## config.mk

```make
export PLATFORM = sky130hd
export DESIGN_NAME = moving_average_trend_detector
export DESIGN_NICKNAME = d
export VERILOG_FILES = /design/src/rtl/mta_pkg.sv /design/src/rtl/mta_regs.sv /design/src/rtl/mta_front.sv /design/src/rtl/mta_queue.sv /design/src/rtl/mta_back.sv /design/src/rtl/moving_average_trend_detector.sv
export SDC_FILE = /design/constraint.sdc
export NUM_CORES = 1
export LEC_CHECK = 0
export BUFFER_PORTS_ARGS = -buffer_cell sky130_fd_sc_hd__buf_4
export CORE_UTILIZATION = 45
export CTS_BUF_LIST = sky130_fd_sc_hd__clkbuf_8 sky130_fd_sc_hd__clkbuf_16
export CTS_CLUSTER_SIZE = 20
export DETAILED_ROUTE_END_ITERATION = 16
export SLEW_MARGIN = 0
export SYNTH_ARGS = -nofsm -noshare
export SYNTH_HDL_FRONTEND = slang
export SYNTH_HIERARCHICAL = 1
export SYNTH_SLANG_ARGS = --single-unit
```

## constraint.sdc

```tcl
create_clock -name clk -period 5.7 [get_ports clk]
set_input_delay 1.71 -clock clk [delete_from_list [all_inputs] [get_ports clk]]
set_output_delay 1.71 -clock clk [all_outputs]
set_load 0.01 [all_outputs]
```

## src/rtl/mta_pkg.sv

```systemverilog
package mta_pkg;

    localparam int WINDOW_SIZE = 8;

    localparam int SAMPLE_W   = 16;
    localparam int THRESH_W   = 16;
    localparam int SUM_W      = SAMPLE_W + $clog2(WINDOW_SIZE);
    localparam int PTR_W      = (WINDOW_SIZE > 1) ? $clog2(WINDOW_SIZE) : 1;
    localparam int CNT_W      = $clog2(WINDOW_SIZE + 1);
    localparam int APB_DATA_W = 32;
    localparam int APB_ADDR_W = 3;
    localparam int QUEUE_DEPTH = 2;
    localparam int QCNT_W     = $clog2(QUEUE_DEPTH + 1);

    localparam logic REG_TREND_THRESHOLD = 1'b0;

    typedef enum logic [1:0] {
        TREND_NONE = 2'd0,
        TREND_UP   = 2'd1,
        TREND_DOWN = 2'd2
    } mta_trend_t;

    typedef struct packed {
        logic [SAMPLE_W-1:0] sample;
        logic [SUM_W-1:0]    sum;
        logic                window_full;
        logic                batch_end;
    } mta_item_t;

    typedef struct packed {
        mta_trend_t trend;
        logic       window_full;
        logic       batch_end;
    } mta_result_t;

endpackage

```

## src/rtl/mta_regs.sv

```systemverilog
module mta_regs (
    input  logic                             clk,
    input  logic                             rst_n,
    input  logic                             psel,
    input  logic                             penable,
    input  logic                             pwrite,
    input  logic [mta_pkg::APB_ADDR_W-1:0]   paddr,
    input  logic [mta_pkg::APB_DATA_W-1:0]   pwdata,
    output logic [mta_pkg::APB_DATA_W-1:0]   prdata,
    output logic                             pready,
    output logic [mta_pkg::THRESH_W-1:0]     threshold
);

    logic [mta_pkg::THRESH_W-1:0] threshold_reg;
    logic [mta_pkg::THRESH_W-1:0] threshold_next;
    logic                         sel_threshold;
    logic                         wr_en;

    assign pready        = 1'b1;
    assign sel_threshold = (paddr[mta_pkg::APB_ADDR_W-1:2] == mta_pkg::REG_TREND_THRESHOLD);
    assign wr_en         = psel && penable && pwrite && pready;

    always_comb
    begin
        threshold_next = threshold_reg;
        if (wr_en && sel_threshold)
        begin
            threshold_next = pwdata[mta_pkg::THRESH_W-1:0];
        end
    end

    always_ff @(posedge clk or negedge rst_n)
    begin
        if (!rst_n)
        begin
            threshold_reg <= '0;
        end
        else
        begin
            threshold_reg <= threshold_next;
        end
    end

    always_comb
    begin
        prdata = '0;
        if (sel_threshold)
        begin
            prdata = mta_pkg::APB_DATA_W'(threshold_reg);
        end
    end

    assign threshold = threshold_reg;

endmodule

```

## src/rtl/mta_front.sv

```systemverilog
module mta_front (
    input  logic                           clk,
    input  logic                           rst_n,
    input  logic                           push,
    output logic                           full,
    input  logic [mta_pkg::SAMPLE_W-1:0]   sample,
    input  logic                           batch_end,
    output logic                           q_push,
    output mta_pkg::mta_item_t             q_item,
    input  logic                           q_full
);

    logic [mta_pkg::SAMPLE_W-1:0] ring_reg [mta_pkg::WINDOW_SIZE];
    logic [mta_pkg::PTR_W-1:0]    wp_reg;
    logic [mta_pkg::PTR_W-1:0]    wp_next;
    logic [mta_pkg::CNT_W-1:0]    fill_reg;
    logic [mta_pkg::CNT_W-1:0]    fill_next;
    logic [mta_pkg::SUM_W-1:0]    sum_reg;
    logic [mta_pkg::SUM_W-1:0]    sum_next;
    logic [mta_pkg::SUM_W-1:0]    evict;
    logic                         accept;
    logic                         was_full;

    assign full     = q_full;
    assign accept   = push && !q_full;
    assign was_full = (fill_reg == mta_pkg::CNT_W'(mta_pkg::WINDOW_SIZE));

    always_comb
    begin
        evict = '0;
        if (was_full)
        begin
            evict = mta_pkg::SUM_W'(ring_reg[wp_reg]);
        end
        sum_next = sum_reg - evict + mta_pkg::SUM_W'(sample);

        if (wp_reg == mta_pkg::PTR_W'(mta_pkg::WINDOW_SIZE - 1))
        begin
            wp_next = '0;
        end
        else
        begin
            wp_next = wp_reg + 1'b1;
        end

        if (was_full)
        begin
            fill_next = fill_reg;
        end
        else
        begin
            fill_next = fill_reg + 1'b1;
        end
    end

    // oldest sample out, new one in, same cycle
    always_ff @(posedge clk or negedge rst_n)
    begin
        if (!rst_n)
        begin
            wp_reg   <= '0;
            fill_reg <= '0;
            sum_reg  <= '0;
        end
        else if (accept)
        begin
            wp_reg   <= wp_next;
            fill_reg <= fill_next;
            sum_reg  <= sum_next;
        end
    end

    always_ff @(posedge clk)
    begin
        if (accept)
        begin
            ring_reg[wp_reg] <= sample;
        end
    end

    always_comb
    begin
        q_push             = accept;
        q_item.sample      = sample;
        q_item.sum         = sum_next;
        q_item.window_full = (fill_next == mta_pkg::CNT_W'(mta_pkg::WINDOW_SIZE));
        q_item.batch_end   = batch_end;
    end

    a_fill_bounded: assert property (@(posedge clk) disable iff (!rst_n)
        fill_reg <= mta_pkg::CNT_W'(mta_pkg::WINDOW_SIZE))
        else $error("fill count beyond window size");

endmodule

```

## src/rtl/mta_queue.sv

```systemverilog
module mta_queue (
    input  logic                 clk,
    input  logic                 rst_n,
    input  logic                 wr_en,
    input  mta_pkg::mta_item_t   wr_item,
    output logic                 full,
    input  logic                 rd_en,
    output mta_pkg::mta_item_t   rd_item,
    output logic                 empty
);

    mta_pkg::mta_item_t           mem_reg [mta_pkg::QUEUE_DEPTH];
    logic                         wr_ptr_reg;
    logic                         rd_ptr_reg;
    logic [mta_pkg::QCNT_W-1:0]   cnt_reg;
    logic [mta_pkg::QCNT_W-1:0]   cnt_next;
    logic                         do_wr;
    logic                         do_rd;

    assign full  = (cnt_reg == mta_pkg::QCNT_W'(mta_pkg::QUEUE_DEPTH));
    assign empty = (cnt_reg == '0);
    assign do_wr = wr_en && !full;
    assign do_rd = rd_en && !empty;

    assign rd_item = mem_reg[rd_ptr_reg];

    always_comb
    begin
        cnt_next = cnt_reg + mta_pkg::QCNT_W'(do_wr) - mta_pkg::QCNT_W'(do_rd);
    end

    always_ff @(posedge clk or negedge rst_n)
    begin
        if (!rst_n)
        begin
            wr_ptr_reg <= 1'b0;
            rd_ptr_reg <= 1'b0;
            cnt_reg    <= '0;
        end
        else
        begin
            if (do_wr)
            begin
                wr_ptr_reg <= ~wr_ptr_reg;
            end
            if (do_rd)
            begin
                rd_ptr_reg <= ~rd_ptr_reg;
            end
            cnt_reg <= cnt_next;
        end
    end

    always_ff @(posedge clk)
    begin
        if (do_wr)
        begin
            mem_reg[wr_ptr_reg] <= wr_item;
        end
    end

endmodule

```

## src/rtl/mta_back.sv

```systemverilog
module mta_back (
    input  logic                           clk,
    input  logic                           rst_n,
    input  logic                           q_empty,
    input  mta_pkg::mta_item_t             q_item,
    output logic                           q_pop,
    input  logic [mta_pkg::THRESH_W-1:0]   threshold,
    output logic                           empty,
    input  logic                           pop,
    output logic [1:0]                     trend,
    output logic                           window_full,
    output logic                           batch_end_out
);

    mta_pkg::mta_trend_t          trend_reg;
    mta_pkg::mta_trend_t          trend_next;
    mta_pkg::mta_trend_t          trend_calc;
    mta_pkg::mta_result_t         res_reg [mta_pkg::QUEUE_DEPTH];
    mta_pkg::mta_result_t         res_new;
    mta_pkg::mta_result_t         res_head;
    logic                         wr_ptr_reg;
    logic                         rd_ptr_reg;
    logic [mta_pkg::QCNT_W-1:0]   cnt_reg;
    logic [mta_pkg::QCNT_W-1:0]   cnt_next;
    logic [mta_pkg::SAMPLE_W-1:0] mean;
    logic [mta_pkg::SAMPLE_W-1:0] diff;
    logic                         out_full;
    logic                         out_pop;

    assign out_full = (cnt_reg == mta_pkg::QCNT_W'(mta_pkg::QUEUE_DEPTH));
    assign empty    = (cnt_reg == '0);
    assign q_pop    = !q_empty && !out_full;
    assign out_pop  = pop && !empty;

    always_comb
    begin
        mean = mta_pkg::SAMPLE_W'(q_item.sum / mta_pkg::SUM_W'(mta_pkg::WINDOW_SIZE));
        if (q_item.sample >= mean)
        begin
            diff = q_item.sample - mean;
        end
        else
        begin
            diff = mean - q_item.sample;
        end

        priority if (diff <= threshold)
        begin
            trend_calc = mta_pkg::TREND_NONE;
        end
        else if (q_item.sample > mean)
        begin
            trend_calc = mta_pkg::TREND_UP;
        end
        else
        begin
            trend_calc = mta_pkg::TREND_DOWN;
        end

        // trend holds until the window has filled
        trend_next = q_item.window_full ? trend_calc : trend_reg;

        res_new.trend       = trend_next;
        res_new.window_full = q_item.window_full;
        res_new.batch_end   = q_item.batch_end;

        cnt_next = cnt_reg + mta_pkg::QCNT_W'(q_pop) - mta_pkg::QCNT_W'(out_pop);
    end

    always_ff @(posedge clk or negedge rst_n)
    begin
        if (!rst_n)
        begin
            trend_reg  <= mta_pkg::TREND_NONE;
            wr_ptr_reg <= 1'b0;
            rd_ptr_reg <= 1'b0;
            cnt_reg    <= '0;
        end
        else
        begin
            if (q_pop)
            begin
                trend_reg  <= trend_next;
                wr_ptr_reg <= ~wr_ptr_reg;
            end
            if (out_pop)
            begin
                rd_ptr_reg <= ~rd_ptr_reg;
            end
            cnt_reg <= cnt_next;
        end
    end

    always_ff @(posedge clk)
    begin
        if (q_pop)
        begin
            res_reg[wr_ptr_reg] <= res_new;
        end
    end

    assign res_head      = res_reg[rd_ptr_reg];
    assign trend         = res_head.trend;
    assign window_full   = res_head.window_full;
    assign batch_end_out = res_head.batch_end;

    a_cnt_bounded: assert property (@(posedge clk) disable iff (!rst_n)
        cnt_reg <= mta_pkg::QCNT_W'(mta_pkg::QUEUE_DEPTH))
        else $error("result buffer overflow");

    a_hold_before_full: assert property (@(posedge clk) disable iff (!rst_n)
        (q_pop && !q_item.window_full) |=> $stable(trend_reg))
        else $error("trend changed before window full");

    a_no_trend_at_mean: assert property (@(posedge clk) disable iff (!rst_n)
        (q_pop && q_item.window_full && (diff <= threshold))
        |=> (trend_reg == mta_pkg::TREND_NONE))
        else $error("trend set within threshold");

    a_cnt_tracks: assert property (@(posedge clk) disable iff (!rst_n)
        (q_pop && !out_pop) |=> (cnt_reg == $past(cnt_reg) + 1'b1))
        else $error("result count lost a request");

endmodule

```

## src/rtl/moving_average_trend_detector.sv

```systemverilog
// an accepted request is queued, then its result goes to the buffer behind the result ports
// throughput: one request per cycle while full is low, limited by the running sum update
// a two-entry queue sits between front and back, another one holds results
// rst_n is asynchronous, active low: clears sum, fill count, pointers, trend and threshold
// sample ring contents are not cleared and are read only once the window is full
module moving_average_trend_detector (
    input  logic                             clk,
    input  logic                             rst_n,
    input  logic                             push,
    output logic                             full,
    input  logic [mta_pkg::SAMPLE_W-1:0]     sample,
    input  logic                             batch_end,
    output logic                             empty,
    input  logic                             pop,
    output logic [1:0]                       trend,
    output logic                             window_full,
    output logic                             batch_end_out,
    input  logic                             psel,
    input  logic                             penable,
    input  logic                             pwrite,
    input  logic [mta_pkg::APB_ADDR_W-1:0]   paddr,
    input  logic [mta_pkg::APB_DATA_W-1:0]   pwdata,
    output logic [mta_pkg::APB_DATA_W-1:0]   prdata,
    output logic                             pready
);

    logic [mta_pkg::THRESH_W-1:0] threshold;
    logic                         q_push;
    logic                         q_full;
    logic                         q_pop;
    logic                         q_empty;
    mta_pkg::mta_item_t           q_wr_item;
    mta_pkg::mta_item_t           q_rd_item;

    mta_regs u_regs (
        .clk       (clk),
        .rst_n     (rst_n),
        .psel      (psel),
        .penable   (penable),
        .pwrite    (pwrite),
        .paddr     (paddr),
        .pwdata    (pwdata),
        .prdata    (prdata),
        .pready    (pready),
        .threshold (threshold)
    );

    mta_front u_front (
        .clk       (clk),
        .rst_n     (rst_n),
        .push      (push),
        .full      (full),
        .sample    (sample),
        .batch_end (batch_end),
        .q_push    (q_push),
        .q_item    (q_wr_item),
        .q_full    (q_full)
    );

    mta_queue u_queue (
        .clk     (clk),
        .rst_n   (rst_n),
        .wr_en   (q_push),
        .wr_item (q_wr_item),
        .full    (q_full),
        .rd_en   (q_pop),
        .rd_item (q_rd_item),
        .empty   (q_empty)
    );

    mta_back u_back (
        .clk           (clk),
        .rst_n         (rst_n),
        .q_empty       (q_empty),
        .q_item        (q_rd_item),
        .q_pop         (q_pop),
        .threshold     (threshold),
        .empty         (empty),
        .pop           (pop),
        .trend         (trend),
        .window_full   (window_full),
        .batch_end_out (batch_end_out)
    );

endmodule

```

# Word-level counts from Yosys, hierarchy flattened
# Memories as Yosys holds them, arrays and structs flattened.
# Cells that the tools add are included.
classes:
  n_reduce_logical: 14
  muxes: 14
  bitwise: 5
  n_addsub: 10
  n_lt_le_gt_ge: 3
  eq_ne: 5
op_table:
  columns: ["op", "count"]
  rows:
  - ["$mux 16", 3]
  - ["$sub 16x16->16", 2]
  - ["$add 19x16->19", 1]
  - ["$sub 19x16->19", 1]
  - ["$ge 16x16->1", 1]
  - ["$gt 16x16->1", 1]
  - ["$le 16x16->1", 1]
  - ["$eq 4x4->1 const B", 2]
  - ["$logic_and 1x1->1", 8]
  - ["$mux 1", 6]
  - ["$mux 2", 3]
  - ["$not 1->1", 5]
  - ["$add 2x1->2", 2]
  - ["$add 4x1->4 const B", 1]
  - ["$eq 2x2->1 const B", 2]
  - ["$logic_not 1->1", 4]
  - ["$logic_not 2->1", 2]
  - ["$mux 4", 1]
  - ["$sub 2x1->2", 2]
  - ["$add 3x1->3 const B", 1]
  - ["$eq 3x3->1 const B", 1]
  - ["$mux 3", 1]
totals:
  mem_count: 3
  ram_bits: 210
  output_inout_bits: 39
  ff_bits: 52
  inputBits: 59
memory_table:
  columns: ["memory", "depth", "width", "read_ports", "rd_clocked_by_memory_dff", "wr", "line", "source"]
  rows:
  - ["u_front.ring_reg", 8, 16, 1, 0, 1, "mta_front.sv:13", "logic [mta_pkg::SAMPLE_W-1:0] ring_reg [mta_pkg::WINDOW_SIZE];"]
  - ["u_queue.mem_reg", 2, 37, 1, 0, 1, "mta_queue.sv:12", "mta_pkg::mta_item_t mem_reg [mta_pkg::QUEUE_DEPTH];"]
  - ["u_back.res_reg", 2, 4, 1, 0, 1, "mta_back.sv:18", "mta_pkg::mta_result_t res_reg [mta_pkg::QUEUE_DEPTH];"]

# Logic depth before layout (Yosys ltp)
# Gate-level depths: netlist (run 1).
depth:
  ltp_word: 6
  depth_mapped: 23
  depth_no_buf: 20

# By module
# The synthesis (run 1) kept the hierarchy.
modules_own_cells:
  columns: ["module", "area_each_um2", "seq_area_each_um2", "cells_per_inst", "instances"]
  rows:
  - ["mta_front", 7621.1, 4494.3, 580, 1]
  - ["mta_queue", 2950.3, 2322.2, 133, 1]
  - ["mta_back", 2612.5, 390.4, 328, 1]
  - ["mta_regs", 899.6, 400.4, 70, 1]

# Least setup slack after synthesis (run 1)
# OpenSTA, ideal clock, no wires.
synth_path:
  kind: "input to register"
  from: "in push"
  to: "mem u_queue/mem_reg[0][0] (netlist name), enable pin"
  path_stages: 6
  path_slack_ps: 1097
  t_arrival_ps: 4172
  setup_ps: 431
  n_path_buf: 2
  path_cell_list: "nand2b_1 inv_1 clkbuf_1 clkbuf_1 nand2_1 nor2_1"
synth_between:
  elab_chain_len: 4
synth_lines:
  columns: ["element", "line", "source"]
  rows:
  - ["start: declaration", "moving_average_trend_detector.sv:9", "input logic push,"]
  - ["$logic_and 1x1->1", "mta_front.sv:25", "assign accept = push && !q_full;"]
  - ["net q_push", "moving_average_trend_detector.sv:28", "logic q_push;"]
  - ["$logic_and 1x1->1", "mta_queue.sv:22", "assign do_wr = wr_en && !full;"]
  - ["$mux 1", "mta_queue.sv:56", "if (do_wr)"]
  - ["$mux 1 (not written as such)", "mta_queue.sv:58", "mem_reg[wr_ptr_reg] <= wr_item;"]
  - ["end: declaration", "mta_queue.sv:12", null]
# The timed path passes the listed nets, and every way through them passes these cells.

==> results of run 1 <==
## stage by stage
| stage | instances | setup slack, ps | cell area (µm²) |
|---|---|---|---|
| after floorplan | 1117 | 1230 | 13900 |
| after global placement | 1521 | 581 | 14700 |
| after detailed placement | 1521 | 559 | 14700 |
| after CTS | 1573 | 540 | 15600 |
| after global routing | 1573 | 60.2 | 15600 |
| final | 1573 | 538 | 15600 |
## worst register-to-register path, stage by stage (launching register included)
cell and delay (ps):
dfrtp_2 640, buf_12 230, mux2_2 370, ha_1 470, nand2_1 190, o211ai_1 260, a221o_1 300, a31oi_4 120
a2111oi_0 460, a41oi_1 130, xor2_1 210, ha_1 320, nand4_1 150, or2_2 350, nor2_1 90, o21ai_0 90
a31oi_1 370, nand2_1 100, o21ai_0 130
## worst max path at each step
stage,endpoint,slack [ps]
after floorplan,u_queue/mem_reg[0][0],1230
after global placement,u_back/res_reg[0][2],580
after detailed placement,u_back/res_reg[0][2],560
after CTS,u_back/res_reg[0][2],540
after global routing,u_back/res_reg[0][2],60
final,u_back/res_reg[0][2],540
## layer usage
layer / share of wire / global-route usage / wire length (µm)
met5: 0 / 0 / 0
met4: 0.017 / 0.0370 / 472
met3: 0.039 / 0.0255 / 1070
met2: 0.49 / 0.314 / 13400
met1: 0.45 / 0.235 / 12400
## cells in the final DEF, fill, tap and decap left out, types with 4 or more instances in the layout
master / count
a21oi_2: 4
inv_1: 138
o21ai_0: 40
mux2_2: 42
mux2i_1: 18
o21ai_1: 5
nand2_1: 61
and2_1: 4
mux2_4: 31
nand3_1: 8
conb_1: 17
edfxtp_1: 204
nor3_2: 5
fa_1: 18
o22ai_1: 5
nand2b_1: 10
a221oi_1: 10
o21bai_1: 6
mux4_2: 14
nor2_1: 47
clkbuf_16: 28
xnor2_1: 23
and2b_1: 6
a31oi_1: 8
and3_1: 5
a22oi_1: 9
buf_4: 87
nor2b_1: 22
a211oi_1: 8
a21oi_1: 51
o21a_1: 6
dfrtp_1: 50
clkbuf_8: 5
a21o_1: 18
ha_1: 74
clkinv_2: 4
nand4_1: 11
nor3_1: 4
xor2_1: 20
## cell type report
cell class              instances  share of cell area
flip-flops and latches        256               0.478
inverters                     129              0.0311
clock inverters                19             0.00828
multi-input cells             657               0.358
repair buffers                 89              0.0446
clock buffers                  33              0.0495
well taps                     390              0.0314
==> results.md, run 1 <==
* Status: completed
* Inserted Clock Buffers at 28
* Crit path DAT at ~5500 ps
* First-pass GRT wire length at between 40000 and 50000 µm
* Initial antenna violation count at 0
* Max Cap Viol at 0
* Max Root-Sink Buffers at 3
* Antenna diode count at 0
* Gate Count Post-Synth at roughly 1100
* # hold bufs at CTS at 0
* R2R depth at 18
* Root Buffer Master: clkbuf_16
* R2R Path End: u_back/res_reg[0][2]
* # rows at 63
* Largest net degree at the start of global routing at 53
* Multi-input gate area at approximately 0.0056 mm²
* Die H at 178 µm
* PostCTS Resize Cnt at 0
* Fmax at 0.194 GHz
* HP Start: u_back/wr_ptr_reg
* Slew Limit Fails at 0
* RSZ-0062 raised after global routing: false
* Crit-path slowest cell: dfrtp_2
* Hold Path Stages at 1
* Syn Area/Cell at ~13 µm²
* Initial DRT Pass Iterations at 4
* Number of routed nets with antenna violations at 0
* Total track usage at 0.179
* Skew final at approximately 25 ps
* Post-Route WL at approximately 27000 µm
* Initial drt markers at 386
* Max FO, Critical Path at 16
* Crit Path Category: flip-flop to flip-flop
* Final Wtd Congestion at 0.854
* TritonCTS Sinks at around 260
* Core box area at around 0.030 mm²
* Setup TNS at 0 ps
* Data required, critical path at 6040 ps
* Final setup viols at 0
* Initial Util at 0.463
* Final HPWL DP at 19200 µm
* Tightest Pin Transition at 1070 ps
* R2r startpoint: u_queue/rd_ptr_reg
* CP cell instances: buf_12 > mux2_2 > ha_1 > nand2_1 > o211ai_1 > a221o_1 > a31oi_4 > a2111oi_0 > a41oi_1 > xor2_1 > ha_1 > nand4_1 > or2_2 > nor2_1 > o21ai_0 > a31oi_1 > nand2_1 > o21ai_0
* Via count at slightly above 8000
* Worst-skew pair later-pin latency at roughly 550 ps
* Critical path startpoint: u_queue/rd_ptr_reg
* Final Hold Vio Count at 0
* TritonCTS clock tree: built
* Hold EP: u_back/wr_ptr_reg
* Tmin final at between 5000 and 6000 ps
* Die area at 0.0315 mm²
* Port bufs at 62
* Top-level I/O count at 98
* Delay of the slowest critical-path stage at between 600 and 700 ps
* Nets at approximately 1300
* H-tree Lvls at 1
* Levels on crit path at 18
* Mapped Area at 0.0139 mm²
* Wire per inst at 17.4 µm
* Max reg flops at 128
* Chip width at around 180 µm
* Total grt overflow at 0
* Startpoint Class: flip-flop
* Fill count at about 2600
* Synth Warn # at 6
* CP Capture Type: flip-flop
* Top cell family by delay on the critical path: compound AO/OA/AOI/OAI gates
* Clock transition at the registers of the reported paths at ~60 ps
* Buffers and inverters on the worst path at 1
* DRC Markers at 0
* DR vias/cell at roughly 5.2
* Fraction of layout cells with a size suffix above 1 at 0.210
* Vias in the first global route at approximately 8300
* Hold/Removal Path Class: flip-flop to flip-flop
* Post-CTS setup buffers at 0
* Fin Hold WS at ~490 ps
* Fin crit share at 0.906
* Synthesis-to-finish area growth at 12.2%
* FF+latch area at 0.00743 mm²
* Rel. slew slack at 0.281
* Core Util, Final at 0.519
* R2R Setup Slk at 540 ps
Power of run 1 is not shown: default switching activity piles up to over one toggle a cycle in this logic, so the estimate is an artifact.
==> run 2, diff against run 1 <==
Settings changed: CORE_UTILIZATION 45 to 50, PLACE_DENSITY set to 0.68.
==> run 2 against run 1 <==
- clock skew down 8.2 ps
- flip-flop and latch count unchanged
- maximum frequency about the same
- cell count down 1.8%
- non-clock buffer count down 9
- count of clock-buffer cells in the layout down 1
- wire length down 2.1%
- worst hold slack worse by 3.9 ps
- register-to-register slack about the same
- sequential share of layout area up 0.34 points
==> results.md, run 2 (synthesized netlist as in run 1, its figures left out) <==
* Multi-input gate area at ~0.0056 mm²
* R2R Setup Slk at 540 ps
* HP Start: u_back/trend_reg[1]
* Placed Area at 0.0146 mm²
* Tmin final at 5160 ps
* TritonCTS clock tree: built
* Final setup viols at 0
* First-pass GRT wire length at 42900 µm
* Crit path DAT at 5500 ps
* Rel. slew slack at 0.271
* Most frequent cells in the layout: edfxtp_1, inv_1, buf_4
* PostCTS Resize Cnt at 0
* DR vias/cell at 5.34
* Slew Limit Fails at 0
* Synthesis-to-finish area growth at 11.4%
* Die H at 169 µm
* Nets at 1302
* Hold Path Stages at 2
* Status: completed
* Top-level I/O count at 98
* Initial Util at 0.512
* Total grt overflow at 0
* Clock transition at the registers of the reported paths at about 60 ps
* Die area at ~0.028 mm²
* R2R Path End: u_back/res_reg[1][3]
* Hold EP: u_back/trend_reg[1]
* Startpoint Class: flip-flop
* R2r startpoint: u_queue/rd_ptr_reg
* Crit Path Category: flip-flop to flip-flop
* Port bufs at 62
* DRC Markers at 0
* CP Capture Type: flip-flop
* TritonCTS Sinks at 256
* Fmax at 0.194 GHz
* R2R depth at 17
* Fraction of layout cells with a size suffix above 1 at 0.204
* Max reg flops at around 130
* Max Root-Sink Buffers at 3
* Root Buffer Master: clkbuf_16
* Final HPWL DP at approximately 19000 µm
* Worst-skew pair later-pin latency at 530 ps
* # hold bufs at CTS at 0
* Data required, critical path at just over 6000 ps
* Final Instance Area at between 0.015 and 0.02 mm²
* Vias in the first global route at between 8000 and 9000
* Max FO, Critical Path at 16
* Setup TNS at 0 ps
* Fill count at ~2200
* FF+latch area at roughly 0.0074 mm²
* Max Cap Viol at 0
* Wire per inst at between 15 and 20 µm
* Post-CTS setup buffers at 0
* Via count at slightly above 8000
* Total track usage at 0.192
* Number of routed nets with antenna violations at 0
* Place WS at between 500 and 600 ps
* Final Hold Vio Count at 0
* Inserted Clock Buffers at 27
* Hold/Removal Path Class: flip-flop to flip-flop
* Tightest Pin Transition at 1090 ps
* Core box area at 0.0271 mm²
* Initial antenna violation count at 0
* Largest net degree at the start of global routing at 53
* RSZ-0062 raised after global routing: false
* # rows at 60
* Critical path startpoint: u_queue/rd_ptr_reg
* Most common cell after layout, fill and taps aside: edfxtp_1
* Skew final at between 15 and 20 ps
* Fin crit share at 0.906
* Setup WS post-layout at roughly 540 ps
* H-tree Lvls at 1
* Initial DRT Pass Iterations at 4
* Initial drt markers at ~390
* Antenna diode count at 0
* Post-Route WL at between 20000 and 30000 µm
* Chip width at approximately 170 µm
* Final Wtd Congestion at roughly 0.91
## run 2: routing by layer
metal	share of wire	global-route usage	up-vias
met4	0.019	0.0470	0
met5	0	0	-
met1	0.43	0.245	4042
met3	0.043	0.0255	37
li1	-	-	3986
met2	0.51	0.347	187
## run 2: area by class of cell
type,instances,area share
clock buffers,32,0.0482
multi-input cells,657,0.361
repair buffers,80,0.0389
well taps,372,0.0301
flip-flops and latches,256,0.481
clock inverters,18,0.00940
inverters,129,0.0313
## run 2: worst max-delay path, cell delays in order (launching register included)
cell and delay, ps:
dfrtp_2 630, buf_4 290, mux2_2 370, ha_1 490
nand4_1 190, nor3_2 370, a31oi_4 250, a2111oi_0 460
a41oi_1 120, xor2_1 200, ha_1 310, nand4_1 140
or2_2 340, nor2_1 110, o21ai_0 90, a31oi_1 370
nand2_1 100, o21ai_0 130
## run 2: per-stage QoR
step	std cells	util	hold slack (ps)
after floorplan	1117	-	448
after global placement	1494	0.537	467
after detailed placement	1494	0.537	469
after CTS	1544	0.570	483
after global routing	1544	0.570	501
final	1544	0.570	482
## run 2: worst max-delay path by stage
stage                                  endpoint  depth (start not counted)
final                      u_back/res_reg[1][3]                         17
after global routing       u_back/res_reg[0][3]                         17
after CTS                  u_back/res_reg[1][3]                         17
after detailed placement   u_back/res_reg[1][3]                         17
after global placement     u_back/res_reg[0][2]                         17
after floorplan           u_queue/mem_reg[0][0]                          6
Power of run 2 is left out for the same reason.
==> run 3, diff against run 2 <==
Settings changed: CELL_PAD_IN_SITES_DETAIL_PLACEMENT set to 1, CELL_PAD_IN_SITES_GLOBAL_PLACEMENT set to 1, PLACE_DENSITY 0.68 to not set, PLACE_DENSITY_LB_ADDON set to 0.1.
==> run 3 against run 2 <==
- critical path depth grew 1
- cell count grew 0.58%
- clock skew grew 12 ps
- critical endpoint is now u_back/res_reg[1][2]
- highest routed layer unchanged
==> results.md, run 3 (synthesized netlist as in run 1, its figures left out) <==
* Chip width at approximately 170 µm
* Nets at 1310
* Via count at just over 8000
* Final Hold Vio Count at 0
* Largest net degree at the start of global routing at 53
* Fmax at roughly 0.19 GHz
* Post-Route WL at 28700 µm
* Crit Path Category: flip-flop to flip-flop
* Clock transition at the registers of the reported paths at approximately 60 ps
* Post-CTS setup buffers at 0
* # hold bufs at CTS at 0
* Max reg flops at ~130
* Worst-skew pair later-pin latency at approximately 560 ps
* Core box area at about 0.027 mm²
* Placed Area at 0.0146 mm²
* # rows at 60
* Initial Util at 0.512
* Fill count at approximately 2700
* Port bufs at 62
* Final HPWL DP at 20800 µm
* H-tree Lvls at 1
* Hold/Removal Path Class: flip-flop to flip-flop
* Wire per inst at 18.5 µm
* Initial DRT Pass Iterations at 4
* PostCTS Resize Cnt at 0
* Die area at roughly 0.028 mm²
* DRC Markers at 0
* TritonCTS Sinks at 256
* Max Root-Sink Buffers at 3
* RSZ-0062 raised after global routing: false
* Total track usage at 0.207
* Initial drt markers at between 300 and 400
* Inserted Clock Buffers at 28
* Max FO, Critical Path at 18
* Crit path DAT at ~5600 ps
* Startpoint Class: flip-flop
* Die H at ~170 µm
* Slew Limit Fails at 0
* Final Wtd Congestion at between 0.8 and 0.9
* Status: completed
* First-pass GRT wire length at 45800 µm
* Root Buffer Master: clkbuf_16
* Skew final at between 20 and 30 ps
* CP Capture Type: flip-flop
* Fraction of layout cells with a size suffix above 1 at 0.212
* Rel. slew slack at 0.365
* Max Cap Viol at 0
* Vias in the first global route at 8838
* TritonCTS clock tree: built
* Data required, critical path at roughly 6000 ps
* Setup TNS at 0 ps
* Synthesis-to-finish area growth at 12.1%
* Most common cell after layout, fill and taps aside: edfxtp_1
* Final setup viols at 0
* Tmin final at between 5000 and 6000 ps
* Most frequent cells in the layout: edfxtp_1, inv_1, buf_4
* Number of routed nets with antenna violations at 0
* Total grt overflow at 0
* DR vias/cell at roughly 5.3
* Tightest Pin Transition at approximately 950 ps
* Initial antenna violation count at 0
* Fin crit share at 0.914
* Antenna diode count at 0
* Final Instance Area at approximately 0.016 mm²
* Top-level I/O count at slightly below 100
-- run 3: critical path, cell delays in order, from the launching register on --
cell and delay, ps:
dfrtp_2 670, buf_4 260, mux2_2 360, ha_1 500, nand4_1 200, nor3_2 370, nor3b_1 420, nor2_1 80
a21oi_1 260, o32ai_1 150, xor2_1 170, ha_1 290, nand4_1 140, or2_2 350, nor2_1 100, o21ai_0 100
a31oi_1 380, nand2_1 90, o21ai_0 130
-- run 3: area by class of cell --
cell class / instances / area, µm² / area share
multi-input combinational: 657 / 5570 / 0.358
clock inverter: 19 / 168 / 0.0108
sequential: 256 / 7430 / 0.478
inverter: 129 / 484 / 0.0311
timing repair buffer: 87 / 666 / 0.0428
clock buffer: 33 / 769 / 0.0495
tap: 372 / 465 / 0.0299
-- run 3: final timing paths --
path	from	to	slack, ps	cells after the start
setup / recovery	u_queue/rd_ptr_reg	u_back/res_reg[1][2]	490	18
hold / removal	u_back/trend_reg[1]	u_back/trend_reg[1]	490	2
setup reg to reg	u_queue/rd_ptr_reg	u_back/res_reg[1][2]	490	18
hold reg to reg	u_back/trend_reg[1]	u_back/trend_reg[1]	490	2
max in group asynchronous	rst_n	u_queue/rd_ptr_reg	3910	1
min in group asynchronous	rst_n	u_front/sum_reg[0]	1240	1
-- run 3: through the flow --
stage,hold slack [ps],setup WS [ps],util,instances
floorplan,448,1230,-,1117
global placement,467,494,0.539,1501
detailed placement,477,424,0.539,1501
CTS,495,382,0.574,1553
global route,516,3.71,0.574,1553
finish,493,490,0.574,1553
-- run 3: routing by layer --
| layer | part of all wire | track usage | up-vias |
|---|---|---|---|
| li1 | - | - | 3999 |
| met1 | 0.42 | 0.249 | 4116 |
| met2 | 0.52 | 0.393 | 140 |
| met3 | 0.034 | 0.0255 | 41 |
| met4 | 0.019 | 0.0494 | 0 |
| met5 | 0 | 0 | - |
Power of run 3 is left out for the same reason.
